File: src/sv/fgr_pkg.sv
`default_nettype none
package fgr_pkg;

    localparam int MAX_INPUTS   = 64;
    localparam int BELIEF_W     = 16;
    localparam int ONE_Q15      = 32768;
    localparam int KIND_W       = 3;
    localparam int THRESH_RESET = 16384;
    localparam int OUT_CNT_W    = 7;
    localparam int CFG_IDX_W    = 2;
    localparam int CFG_DATA_W   = 16;

    // run counter holds 0..MAX_INPUTS, run sum holds MAX_INPUTS * 1.0
    localparam int CNT_W = $clog2(MAX_INPUTS + 1);
    localparam int SUM_W = $clog2(ONE_Q15 * MAX_INPUTS + 1);

    localparam logic [CFG_IDX_W-1:0] CFG_GATE_KIND = CFG_IDX_W'(0);
    localparam logic [CFG_IDX_W-1:0] CFG_THRESHOLD = CFG_IDX_W'(1);

    typedef enum logic [KIND_W-1:0] {
        GK_AND     = 3'd0,
        GK_OR      = 3'd1,
        GK_NOT     = 3'd2,
        GK_XOR     = 3'd3,
        GK_IMPLIES = 3'd4
    } t_gate_kind;

    typedef struct packed {
        logic [BELIEF_W-1:0] run_min;
        logic [BELIEF_W-1:0] run_max;
        logic [SUM_W-1:0]    run_sum;
        logic                high_parity;
        logic [CNT_W-1:0]    value_count;
        logic [BELIEF_W-1:0] first_value;
        logic [BELIEF_W-1:0] second_value;
        logic                dropped_flag;
    } t_run;

endpackage
`default_nettype wire

File: src/sv/fuzzy_gate_reducer.sv
`default_nettype none
// Fuzzy gate reducer. Takes a run of Q1.15 truth values (32768 = 1.0) on the
// input channel, one per transfer, and on the value marked is_last gives one
// result: min (AND), max (OR), 1 - first (NOT), truncated mean when an odd
// number of values reach threshold (XOR), max(1 - first, second) (IMPLIES,
// zero for a run of one value), or zero for other gate kinds. Values above
// 1.0 saturate; values past MAX_INPUTS are dropped and flagged in overflow. A
// value that is not last is taken even while a result waits in the output
// register. For XOR the mean comes from a restoring divider, one quotient bit
// per cycle. Input ready is low from the last transfer until the result is
// loaded into the output register, which waits for the previous result to
// leave. Gate kind and threshold are to be written through the config port
// only while the block is idle; the block itself does not enforce this.
module fuzzy_gate_reducer (
    input  wire logic                            i_clk,
    input  wire logic                            i_rst_n,
    input  wire logic                            i_cfg_wen,
    input  wire logic [fgr_pkg::CFG_IDX_W-1:0]   i_cfg_idx,
    input  wire logic [fgr_pkg::CFG_DATA_W-1:0]  i_cfg_data,
    input  wire logic                            i_in_valid,
    output      logic                            o_in_ready,
    input  wire logic [fgr_pkg::BELIEF_W-1:0]    i_belief,
    input  wire logic                            i_is_last,
    output      logic                            o_out_valid,
    input  wire logic                            i_out_ready,
    output      logic [fgr_pkg::BELIEF_W-1:0]    o_gate_level,
    output      logic                            o_above_threshold,
    output      logic [fgr_pkg::OUT_CNT_W-1:0]   o_inputs_used,
    output      logic                            o_overflow
);

    localparam int BW    = fgr_pkg::BELIEF_W;
    localparam int CNT_W = fgr_pkg::CNT_W;
    localparam int OUT_W = fgr_pkg::OUT_CNT_W;
    localparam logic [BW:0] ONE_X = (BW + 1)'(fgr_pkg::ONE_Q15);

    typedef enum logic [2:0] {
        ST_RUN  = 3'b001,   // taking values
        ST_DIV  = 3'b010,   // XOR mean in the divider
        ST_DONE = 3'b100    // result ready to load
    } t_state;

    t_state r_state;
    t_state n_state;

    fgr_pkg::t_gate_kind     r_kind;
    logic [BW-1:0]           r_threshold;

    fgr_pkg::t_run           w_run;
    logic                    w_in_xfer;
    logic                    w_last_xfer;
    logic                    w_load;
    logic                    r_div_start;
    logic [fgr_pkg::SUM_W-1:0] w_quo;
    logic                    w_div_done;

    logic [BW:0]             w_inv;
    logic [BW-1:0]           w_imp;
    logic [BW-1:0]           w_gate;
    logic [CNT_W+OUT_W-1:0]  w_used_x;

    logic [BW-1:0]           r_gate;
    logic                    r_above;
    logic [OUT_W-1:0]        r_used;
    logic                    r_ovf;
    logic                    r_out_valid;

    // ---- configuration ----
    always_ff @(posedge i_clk) begin
        if (!i_rst_n) begin
            r_kind      <= fgr_pkg::GK_AND;
            r_threshold <= BW'(fgr_pkg::THRESH_RESET);
        end else if (i_cfg_wen) begin
            if (i_cfg_idx == fgr_pkg::CFG_GATE_KIND) begin
                r_kind <= fgr_pkg::t_gate_kind'(i_cfg_data[fgr_pkg::KIND_W-1:0]);
            end else if (i_cfg_idx == fgr_pkg::CFG_THRESHOLD) begin
                r_threshold <= i_cfg_data[BW-1:0];
            end
        end
    end

    // ---- handshake ----
    assign o_in_ready  = (r_state == ST_RUN);
    assign w_in_xfer   = i_in_valid && o_in_ready;
    assign w_last_xfer = w_in_xfer && i_is_last;
    // result moves into the output register once it is free
    assign w_load      = (r_state == ST_DONE) && (!r_out_valid || i_out_ready);

    fgr_accum u_accum (
        .i_clk       (i_clk),
        .i_rst_n     (i_rst_n),
        .i_step      (w_in_xfer),
        .i_clear     (w_load),
        .i_belief    (i_belief),
        .i_threshold (r_threshold),
        .o_run       (w_run)
    );

    // divider starts the cycle after the last transfer, on updated run state
    fgr_div u_div (
        .i_clk      (i_clk),
        .i_rst_n    (i_rst_n),
        .i_start    (r_div_start),
        .i_dividend (w_run.run_sum),
        .i_divisor  (w_run.value_count),
        .o_quotient (w_quo),
        .o_done     (w_div_done)
    );

    // ---- sequencer ----
    always_comb begin
        n_state = r_state;
        case (r_state)
            ST_RUN: begin
                if (w_last_xfer) begin
                    n_state = (r_kind == fgr_pkg::GK_XOR) ? ST_DIV : ST_DONE;
                end
            end
            ST_DIV: begin
                if (w_div_done) begin
                    n_state = ST_DONE;
                end
            end
            ST_DONE: begin
                if (w_load) begin
                    n_state = ST_RUN;
                end
            end
            default: n_state = ST_RUN;
        endcase
    end

    always_ff @(posedge i_clk) begin
        if (!i_rst_n) begin
            r_state     <= ST_RUN;
            r_div_start <= 1'b0;
        end else begin
            r_state     <= n_state;
            r_div_start <= w_last_xfer && (r_kind == fgr_pkg::GK_XOR);
        end
    end

    // ---- gate result ----
    assign w_inv = ONE_X - {1'b0, w_run.first_value};
    assign w_imp = (w_inv[BW-1:0] > w_run.second_value) ? w_inv[BW-1:0]
                                                        : w_run.second_value;

    always_comb begin
        case (r_kind)
            fgr_pkg::GK_AND: w_gate = w_run.run_min;
            fgr_pkg::GK_OR:  w_gate = w_run.run_max;
            fgr_pkg::GK_NOT: w_gate = w_inv[BW-1:0];
            fgr_pkg::GK_XOR: begin
                if (w_run.high_parity && (w_run.value_count != CNT_W'(0))) begin
                    w_gate = w_quo[BW-1:0];
                end else begin
                    w_gate = '0;
                end
            end
            fgr_pkg::GK_IMPLIES: begin
                w_gate = (w_run.value_count < CNT_W'(2)) ? '0 : w_imp;
            end
            default: w_gate = '0;
        endcase
    end

    // count reported modulo 2^OUT_W
    assign w_used_x = (CNT_W + OUT_W)'(w_run.value_count);

    // ---- output register ----
    always_ff @(posedge i_clk) begin
        if (!i_rst_n) begin
            r_out_valid <= 1'b0;
        end else if (w_load) begin
            r_out_valid <= 1'b1;
        end else if (i_out_ready) begin
            r_out_valid <= 1'b0;
        end
    end

    always_ff @(posedge i_clk) begin
        if (w_load) begin
            r_gate  <= w_gate;
            r_above <= (w_gate >= r_threshold);
            r_used  <= w_used_x[OUT_W-1:0];
            r_ovf   <= w_run.dropped_flag;
        end
    end

    assign o_out_valid       = r_out_valid;
    assign o_gate_level      = r_gate;
    assign o_above_threshold = r_above;
    assign o_inputs_used     = r_used;
    assign o_overflow        = r_ovf;

`ifndef SYNTHESIS
    a_load_from_done: assert property (@(posedge i_clk) disable iff (!i_rst_n)
        $rose(o_out_valid) |-> $past(r_state == ST_DONE))
        else $error("result valid without a finished run");

    a_div_done_in_div: assert property (@(posedge i_clk) disable iff (!i_rst_n)
        w_div_done |-> (r_state == ST_DIV))
        else $error("divider finished outside the divide phase");

    a_gate_range: assert property (@(posedge i_clk) disable iff (!i_rst_n)
        o_out_valid |-> ({1'b0, o_gate_level} <= ONE_X))
        else $error("gate output above 1.0");

    a_overflow_count: assert property (@(posedge i_clk) disable iff (!i_rst_n)
        (o_out_valid && o_overflow)
            |-> (o_inputs_used == OUT_W'(fgr_pkg::MAX_INPUTS)))
        else $error("overflow flagged before the run was full");
`endif

endmodule
`default_nettype wire

File: src/sv/fgr_accum.sv
`default_nettype none
module fgr_accum (
    input  wire logic                         i_clk,
    input  wire logic                         i_rst_n,
    input  wire logic                         i_step,
    input  wire logic                         i_clear,
    input  wire logic [fgr_pkg::BELIEF_W-1:0] i_belief,
    input  wire logic [fgr_pkg::BELIEF_W-1:0] i_threshold,
    output      fgr_pkg::t_run                o_run
);

    localparam logic [fgr_pkg::BELIEF_W-1:0] ONE =
        fgr_pkg::BELIEF_W'(fgr_pkg::ONE_Q15);
    localparam logic [fgr_pkg::CNT_W-1:0] CNT_MAX =
        fgr_pkg::CNT_W'(fgr_pkg::MAX_INPUTS);

    fgr_pkg::t_run r_run;
    fgr_pkg::t_run n_run;
    logic [fgr_pkg::BELIEF_W-1:0] w_b;

    // belief above 1.0 saturates on entry
    assign w_b = (i_belief > ONE) ? ONE : i_belief;

    always_comb begin
        n_run = r_run;
        if (i_clear) begin
            n_run.run_min      = ONE;
            n_run.run_max      = '0;
            n_run.run_sum      = '0;
            n_run.high_parity  = 1'b0;
            n_run.value_count  = '0;
            n_run.first_value  = '0;
            n_run.second_value = '0;
            n_run.dropped_flag = 1'b0;
        end else if (i_step) begin
            if (r_run.value_count < CNT_MAX) begin
                if (r_run.value_count == fgr_pkg::CNT_W'(0)) begin
                    n_run.first_value = w_b;
                end else if (r_run.value_count == fgr_pkg::CNT_W'(1)) begin
                    n_run.second_value = w_b;
                end
                if (w_b < r_run.run_min) begin
                    n_run.run_min = w_b;
                end
                if (w_b > r_run.run_max) begin
                    n_run.run_max = w_b;
                end
                n_run.run_sum     = r_run.run_sum + fgr_pkg::SUM_W'(w_b);
                n_run.high_parity = r_run.high_parity ^ (w_b >= i_threshold);
                n_run.value_count = r_run.value_count + fgr_pkg::CNT_W'(1);
            end else begin
                n_run.dropped_flag = 1'b1;
            end
        end
    end

    always_ff @(posedge i_clk) begin
        if (!i_rst_n) begin
            r_run.run_min      <= ONE;
            r_run.run_max      <= '0;
            r_run.run_sum      <= '0;
            r_run.high_parity  <= 1'b0;
            r_run.value_count  <= '0;
            r_run.first_value  <= '0;
            r_run.second_value <= '0;
            r_run.dropped_flag <= 1'b0;
        end else begin
            r_run <= n_run;
        end
    end

    assign o_run = r_run;

endmodule
`default_nettype wire

File: src/sv/fgr_div.sv
`default_nettype none
module fgr_div (
    input  wire logic                      i_clk,
    input  wire logic                      i_rst_n,
    input  wire logic                      i_start,
    input  wire logic [fgr_pkg::SUM_W-1:0] i_dividend,
    input  wire logic [fgr_pkg::CNT_W-1:0] i_divisor,
    output      logic [fgr_pkg::SUM_W-1:0] o_quotient,
    output      logic                      o_done
);

    localparam int DVS_W = fgr_pkg::CNT_W;
    localparam int SUM_W = fgr_pkg::SUM_W;
    localparam int STEP_W = $clog2(SUM_W);

    logic [DVS_W-1:0]  r_rem;
    logic [DVS_W-1:0]  r_dvs;
    logic [SUM_W-1:0]  r_quo;
    logic [STEP_W-1:0] r_step;
    logic              r_busy;
    logic              r_done;

    logic [DVS_W:0]   w_trial;
    logic             w_fit;
    logic [DVS_W:0]   w_diff;

    // restoring division, one quotient bit per cycle
    assign w_trial = {r_rem, r_quo[SUM_W-1]};
    assign w_fit   = (w_trial >= {1'b0, r_dvs});
    assign w_diff  = w_trial - {1'b0, r_dvs};

    always_ff @(posedge i_clk) begin
        if (!i_rst_n) begin
            r_busy <= 1'b0;
            r_done <= 1'b0;
            r_step <= '0;
        end else begin
            r_done <= 1'b0;
            if (i_start) begin
                r_busy <= 1'b1;
                r_step <= STEP_W'(SUM_W - 1);
            end else if (r_busy) begin
                if (r_step == STEP_W'(0)) begin
                    r_busy <= 1'b0;
                    r_done <= 1'b1;
                end else begin
                    r_step <= r_step - STEP_W'(1);
                end
            end
        end
    end

    always_ff @(posedge i_clk) begin
        if (i_start) begin
            r_rem <= '0;
            r_dvs <= i_divisor;
            r_quo <= i_dividend;
        end else if (r_busy) begin
            r_rem <= w_fit ? w_diff[DVS_W-1:0] : w_trial[DVS_W-1:0];
            r_quo <= {r_quo[SUM_W-2:0], w_fit};
        end
    end

    assign o_quotient = r_quo;
    assign o_done     = r_done;

endmodule
`default_nettype wire

File: config.mk
export PLATFORM = sky130hd
export DESIGN_NAME = fuzzy_gate_reducer
export DESIGN_NICKNAME = d
export VERILOG_FILES = /design/src/sv/fgr_pkg.sv /design/src/sv/fuzzy_gate_reducer.sv /design/src/sv/fgr_accum.sv /design/src/sv/fgr_div.sv
export SDC_FILE = /design/constraint.sdc
export NUM_CORES = 1
export LEC_CHECK = 0
export ABC_AREA = 1
export BUFFER_PORTS_ARGS = -buffer_cell sky130_fd_sc_hd__buf_2
export CAP_MARGIN = 10
export CORE_MARGIN = 4
export CORE_UTILIZATION = 45
export CTS_CLUSTER_DIAMETER = 80
export CTS_CLUSTER_SIZE = 16
export DETAILED_ROUTE_END_ITERATION = 8
export HOLD_SLACK_MARGIN = 0.1
export PLACE_DENSITY = 0.65
export SLEW_MARGIN = 25
export SYNTH_ARGS = -nofsm -noshare
export SYNTH_HDL_FRONTEND = slang
export SYNTH_SLANG_ARGS = --single-unit
File: constraint.sdc
create_clock -name i_clk -period 7.6 [get_ports i_clk]
set_input_delay 0.76 -clock i_clk [delete_from_list [all_inputs] [get_ports i_clk]]
set_output_delay 0.76 -clock i_clk [all_outputs]
set_load 0.02 [all_outputs]
==> out/results.tsv, run 1 <==
stage	metric	value	unit
status	outcome	finished clean	
synthesis	yosys warns	0	
synthesis	flops & latches, synth	187	
grt	overall routing resource usage	21.71	%
clocking	clock-pin transition on the worst setup and hold timing paths	0.08	ns
die	Core ar.	0.02361	mm^2
drt	DR iter-0 viols	947	
timing	fmax	200.0	MHz
critical_path	worst reg2reg startpoint	u_accum.o_run[17]	
grt	largest net degree at the start of global routing	72	
hold_path	hold_sp	u_accum.o_run[0]	
clocking	# clock sinks	187	
hold_path	Worst Hold Path EP	o_overflow	
timing	period utilization	65.80	%
synthesis	Syn Nets	1556	
critical_path	Setup CP Type	register to register	
power_and_ir_drop	leak pwr	5.285	nW
synthesis	Most used DFF post-synth	dfxtp_1	
critical_path	Critical Path AT	5.18	ns
timing	Final setup viols	0	
critical_path	CP required	7.77	ns
hold_path	Hold WC Path Type	register to register	
layout	ANT cells	0	
power_and_ir_drop	maximum vdd drop	0.0001887	V
drt	DR DRC count	0	
synthesis	Post-Syn Instances	1406	
synthesis	async set or reset register ratio after synthesis	0	%
clocking	Root Buffer	clkbuf_16	
layout	final net count	1599	
clocking	Hold Buf Count CTS	0	
layout	most frequent cells in the layout	nand2_1 (231), inv_1 (208), o21ai_0 (157)	
hold_path	WHS Path Cells	0	
clocking	post-cts resize count	0	
synthesis	Syn Std Cell Area	0.01090	mm^2
synthesis	Yosys cell types	49	
clocking	H-tree depth	4	
grt	initial antenna violation count	1	
grt	total grt overflow	0	
die	io pins	67	
timing	setup TNS	0	ns
critical_path	r2r setup slk	2.60	ns
layout	commonest non-fill, non-tap cell in the layout	nand2_1	
timing	Worst Tran Pin Value	1.022	ns
clocking	CTS tree	done	
timing	RSZ-0062 raised after global routing	no	
drt	DR vias/cell	5.369	
die	# rows	56	
timing	Max-slew headroom	31.63	%
layout	share of cells above drive strength 1	8.960	%
drt	Final ANT Viol Nets	0	
grt	vias in the first global route	8951	
critical_path	Worst Reg-to-Reg Cells	23	
synthesis	number of synthesized flops with an enable pin	54	
synthesis	syn avg cell area	7.749	um^2
power_and_ir_drop	PwrDens	349.0	mW/mm^2
die	Initial Util	46.14	%
clocking	post-CTS setup buffer count	0	
placement	buffers added on ports	66	
timing	final hold vios	0	
layout	P&R area growth vs syn	10.43	%
clocking	Worst-Skew Late Latency	0.44	ns
die	Die W	163.6	um
timing	final worst path period need	5.001	ns
flow_run	max-cap violations	0	
clocking	clk buf depth	2	
die	DIE HEIGHT	163.6	um
critical_path	Worst setup EP type	register	
timing	Clock Skew	0.01721	ns
critical_path	CP max FO	24	
layout	final core occ	50.95	%
drt	WL final	28720	um
critical_path	Critical Path Start Type	register	
drt	first drt pass iteration count	5	
critical_path	Crit Reg-Reg Endpoint	o_above_threshold	
timing	fin. max-slew vios	0	
synthesis	sequential share of the synthesized area	39.32	%
placement	gpl congestion	0.9600	
drt	via count	9563	
clocking	Num CTS Buffers	17	
grt	first-pass GRT wire length	46370	um
drt	Avg WL per Cell	16.13	um
die	Die ar.	0.02677	mm^2
placement	DP HPWL	22080	um
==> routing by layer <==
layer / track usage, % / vias up / share of wire (%)
li1: - / 4837 / -
met1: 30.86 / 4399 / 48
met2: 33.93 / 286 / 44
met3: 3.280 / 39 / 6.1
met4: 7.091 / 2 / 2.3
met5: 0 / - / 0.024
==> critical path, cell delays in order, from the launching register on <==
cell      delay, ns
dfxtp_1        0.33
inv_1          0.11
nand3_1        0.15
nor4_1         0.37
nand3_1        0.18
nor2_1         0.22
nand4_1        0.15
nor2_1         0.14
xor2_1         0.21
ha_1           0.29
a21oi_1        0.16
o221a_2        0.18
nand2_1        0.05
nand2_1        0.48
clkinv_1       0.41
nor2_1         0.18
o21bai_1       0.11
ha_1           0.30
a21oi_1        0.13
nor3_1         0.06
a211oi_1       0.20
o31ai_1        0.11
a31oi_1        0.15
o41ai_1        0.09
==> synth_stat cells (5+ instances only) <==
cell | instances | area, um^2
nand2_1 | 231 | 867.1
inv_1 | 208 | 780.8
o21ai_0 | 157 | 785.8
a21oi_1 | 153 | 765.7
dfxtp_1 | 133 | 2663
nor2_1 | 113 | 424.2
ha_1 | 108 | 1351
edfxtp_1 | 54 | 1622
clkbuf_1 | 37 | 138.9
nor3_1 | 25 | 125.1
nand3_1 | 22 | 110.1
nand4_1 | 16 | 100.1
xor2_1 | 15 | 131.4
o22ai_1 | 12 | 75.07
a31oi_1 | 11 | 68.82
a221oi_1 | 9 | 78.83
nor4_1 | 9 | 56.30
a211oi_1 | 8 | 60.06
a21oi_2 | 8 | 70.07
xnor2_1 | 8 | 70.07
o21bai_1 | 7 | 52.55
o221ai_1 | 6 | 52.55
o21a_1 | 5 | 37.54
==> kinds of logic after synthesis <==
logic type,count (synthesis),share of synthesized area (%)
AND/OR/NAND/NOR,433,16.79
XOR/XNOR,23,1.849
AO/OA/AOI/OAI,391,19.91
flip-flops,187,39.32
adder cells (fa/ha/maj),110,12.77
buffers and inverters,262,9.359
==> metrics by stage <==
stage / cells / area [um^2] / hold slack, ns / worst slack, ns / total power (W)
after global placement: 1749 / 11450 / 0.4136 / 2.834 / 0.003249
after floorplan: 1406 / 10900 / 0.4082 / 3.650 / 0.002849
after global routing: 1781 / 12030 / 0.4765 / 1.929 / 0.004565
after detailed placement: 1749 / 11450 / 0.4317 / 2.665 / 0.003298
final: 1781 / 12030 / 0.4582 / 2.599 / 0.004199
after CTS: 1781 / 12030 / 0.4641 / 2.650 / 0.004193
==> area by class of cell <==
type | count | area [um^2]
fillers | 2267 | 11580
multi-input cells | 957 | 5594
flip-flops and latches | 187 | 4284
inverters | 215 | 807.0
clock buffers | 17 | 425.4
well taps | 319 | 399.1
repair buffers | 71 | 367.9
clock inverters | 15 | 153.9
==> flip-flops by register name, summed over array words and instances (netlist names) <==
| name | cells |
|---|---|
| u_accum.o_run | 95 |
| u_div.o_quotient | 22 |
| o_gate_level | 16 |
| r_threshold | 16 |
| o_inputs_used | 7 |
| u_div.r_dvs | 7 |
| u_div.r_rem | 7 |
| u_div.r_step | 5 |
| r_kind | 3 |
| r_state | 3 |
| o_above_threshold | 1 |
| o_out_valid | 1 |
| o_overflow | 1 |
| r_div_start | 1 |
| u_div.o_done | 1 |
| u_div.r_busy | 1 |
==> power by group <==
| part | internal [W] | leakage (nW) | switching (W) |
|---|---|---|---|
| clock | 0.000441 | 0.287 | 0.000445 |
| sequential | 0.00123 | 1.58 | 0.000117 |
| combinational | 0.000680 | 3.42 | 0.00129 |
==> how the worst max path moves through the flow <==
stage          slack [ns]                end  depth (start not counted)               from
2_1_floorplan        3.65  o_above_threshold                         27  u_accum.o_run[17]
6_report             2.60  o_above_threshold                         23  u_accum.o_run[17]
5_1_grt              1.93  o_above_threshold                         25  u_accum.o_run[17]
3_5_place_dp         2.66  o_above_threshold                         26  u_accum.o_run[17]
3_3_place_gp         2.83  o_above_threshold                         26  u_accum.o_run[17]
4_1_cts              2.65  o_above_threshold                         26  u_accum.o_run[17]
Note: power is estimated with default switching activity, not from simulation.
==> run 2: changes to the inputs <==
- ABC_AREA: 1 -> 0
- PLACE_DENSITY: 0.65 -> 0.67
- clock period: 7.6 -> 4.5 ns (I/O delays scaled with it)
==> run 2 against run 1 <==
Compared with the run above: the flow now finishes with violations (negative setup slack); combinational power shrank 50%; global-route usage up 0.26 points; largest cell class unchanged; wire length is 2.9% higher; clock skew down 0.0063 ns; synthesized cell count fell by 14%; core utilization rose by 1.9 points; power grew 0.16%; critical endpoint unchanged; fmax up 9.6%; first-iteration DRC count down 25%; area after synthesis rose by 1.6%.
==> out/results.tsv, run 2 <==
stage	metric	value	unit
status	outcome	complete, but fails checks	
status	failing checks	negative setup slack	
layout	area of the multi-input gates	0.006325	mm^2
drt	DR vias/cell	5.588	
layout	most frequent cells in the layout	dfxtp_1 (132), nand2_1 (122), ha_1 (108)	
timing	period utilization	101.4	%
synthesis	number of synthesized flops with an enable pin	54	
timing	final worst path period need	4.561	ns
timing	fmax	219.3	MHz
timing	smallest hold slack	0.2414	ns
synthesis	Syn Nets	1357	
drt	first drt pass iteration count	6	
grt	total grt overflow	0	
grt	overall routing resource usage	21.97	%
clocking	clk buf depth	2	
layout	final net count	1470	
clocking	clock-pin transition on the worst setup and hold timing paths	0.07	ns
layout	# fillers	2281	
critical_path	Critical Path AT	4.74	ns
hold_path	WHS Path Cells	3	
placement	gpl congestion	0.9098	
synthesis	Post-Syn Instances	1207	
clocking	CTS tree	done	
layout	share of cells above drive strength 1	17.85	%
die	DIE HEIGHT	164.9	um
layout	P&R area growth vs syn	15.83	%
synthesis	top post-synthesis cells by area	dfxtp_1 (24%), edfxtp_1 (15%), ha_1 (12%)	
timing	Final setup viols	1	
timing	final hold vios	0	
synthesis	Syn Std Cell Area	0.01107	mm^2
critical_path	Worst Reg-to-Reg Cells	17	
clocking	Num CTS Buffers	17	
layout	ANT cells	0	
layout	commonest non-fill, non-tap cell in the layout	dfxtp_1	
die	# rows	57	
timing	setup ws final	-0.06095	ns
critical_path	Critical Path Start Type	register	
layout	final core occ	52.89	%
synthesis	Most used DFF post-synth	dfxtp_1	
synthesis	syn avg cell area	9.174	um^2
flow_run	max-cap violations	0	
die	Die ar.	0.02718	mm^2
hold_path	Hold WC Path Type	input port to register	
drt	Avg WL per Cell	17.84	um
power_and_ir_drop	PwrDens	327.9	mW/mm^2
placement	buffers added on ports	66	
die	io pins	67	
layout	FF+latch area	0.004285	mm^2
placement	DP Area	0.01221	mm^2
critical_path	CP required	4.68	ns
timing	setup TNS	-0.06095	ns
critical_path	CP max FO	9	
timing	fin. max-slew vios	0	
placement	DP HPWL	22370	um
drt	WL final	29570	um
synthesis	Yosys cell types	71	
timing	RSZ-0062 raised after global routing	yes	
drt	DR iter-0 viols	713	
die	Core ar.	0.02425	mm^2
layout	max FFs per register	95	
die	Initial Util	45.67	%
drt	Final ANT Viol Nets	0	
synthesis	sequential share of the synthesized area	38.69	%
power_and_ir_drop	maximum vdd drop	0.0002465	V
synthesis	commonest cells in the netlist	dfxtp_1 (133), nand2_1 (122), ha_1 (108), inv_1 (100), nor2_1 (82)	
clocking	Worst-Skew Late Latency	0.44	ns
drt	via count	9259	
layout	final design area excluding fillers	0.01283	mm^2
grt	vias in the first global route	8771	
synthesis	top-area cell type share of the netlist area	24.05	%
synthesis	async set or reset register ratio after synthesis	0	%
synthesis	flops & latches, synth	187	
critical_path	Worst setup EP type	register	
die	Die W	164.9	um
timing	Clock Skew	0.01095	ns
grt	largest net degree at the start of global routing	43	
grt	initial antenna violation count	1	
timing	Worst Tran Pin Value	1.006	ns
clocking	# clock sinks	187	
clocking	H-tree depth	4	
synthesis	top-count cell post-synth	dfxtp_1	
clocking	Root Buffer	clkbuf_16	
synthesis	yosys warns	0	
grt	first-pass GRT wire length	47060	um
critical_path	Setup CP Type	register to register	
drt	DR DRC count	0	
power_and_ir_drop	leak pwr	5.253	nW
synthesis	cell accounting for the most synthesized area	dfxtp_1	
timing	Max-slew headroom	32.92	%
[run 2: final timing paths]
| kind | start | to | slack, ns |
|---|---|---|---|
| max | u_accum.o_run[24] | o_above_threshold | -0.06 |
| min | i_cfg_data[14] | r_threshold[14] | 0.24 |
| max reg2reg | u_accum.o_run[24] | o_above_threshold | -0.06 |
| min reg2reg | u_accum.o_run[0] | o_overflow | 0.45 |
[run 2: cells by family (layout without fill, tap and decap cells)]
kind of cell / Yosys count / after routing / share of synthesized area, %
simple gates: 383 / 383 / 17.04
compound gates: 261 / 261 / 15.90
flops: 187 / 187 / 38.69
buf+inv: 149 / 275 / 5.277
fa+ha+maj: 110 / 110 / 12.57
mux: 89 / 89 / 8.316
xor+xnor: 28 / 28 / 2.215
[run 2: metal layers]
metal  track usage (%)  part of all wire, %
met5                 0                0.044
met4             6.238                  1.8
met3             3.120                  4.4
met2             36.66                   47
met1             29.77                   47
[run 2: final cells by class]
cell class                      count  share of cell area [%]
Multi-Input combinational cell    871                   49.31
Sequential cell                   187                   33.41
Timing Repair Buffer              143                   7.082
Clock buffer                       19                   3.375
Tap cell                          324                   3.161
Inverter                          100                   2.927
Clock inverter                     13                  0.7316
[run 2: metrics by stage]
stage	total power (W)	setup slack [ns]	cells
global route	0.004413	-0.3149	1657
CTS	0.004212	-0.1387	1656
finish	0.004206	-0.06095	1657
detailed placement	0.002818	-0.2580	1624
floorplan	0.002470	0.01521	1207
global placement	0.002810	-0.1851	1624
[run 2: critical path, stage by stage, from the launching register on]
cell and delay, ns:
dfxtp_1 0.31, or4_4 0.53, or4_4 0.44, nor3_2 0.13, xor2_1 0.11, ha_1 0.29, nand4_1 0.10, or3_4 0.38
a211o_1 0.33, and2_1 0.18, o21a_4 0.26, buf_4 0.14, a221o_1 0.31, ha_1 0.28, nor3_1 0.24, nor4_2 0.09
o41ai_2 0.05, o211ai_1 0.12
[run 2: timing repair]
action,4_1_cts,5_1_grt
endpoints found under the setup margin,1,1
gates resized for setup,8,10
buffers inserted,0,1
pin swaps,3,10
hold buffers,0,0
[run 2: power by group]
| group | switching (W) | leakage [nW] | internal (W) |
|---|---|---|---|
| sequential | 0.0000455 | 1.59 | 0.00178 |
| combinational | 0.000550 | 3.42 | 0.000435 |
| clock | 0.000686 | 0.241 | 0.000708 |
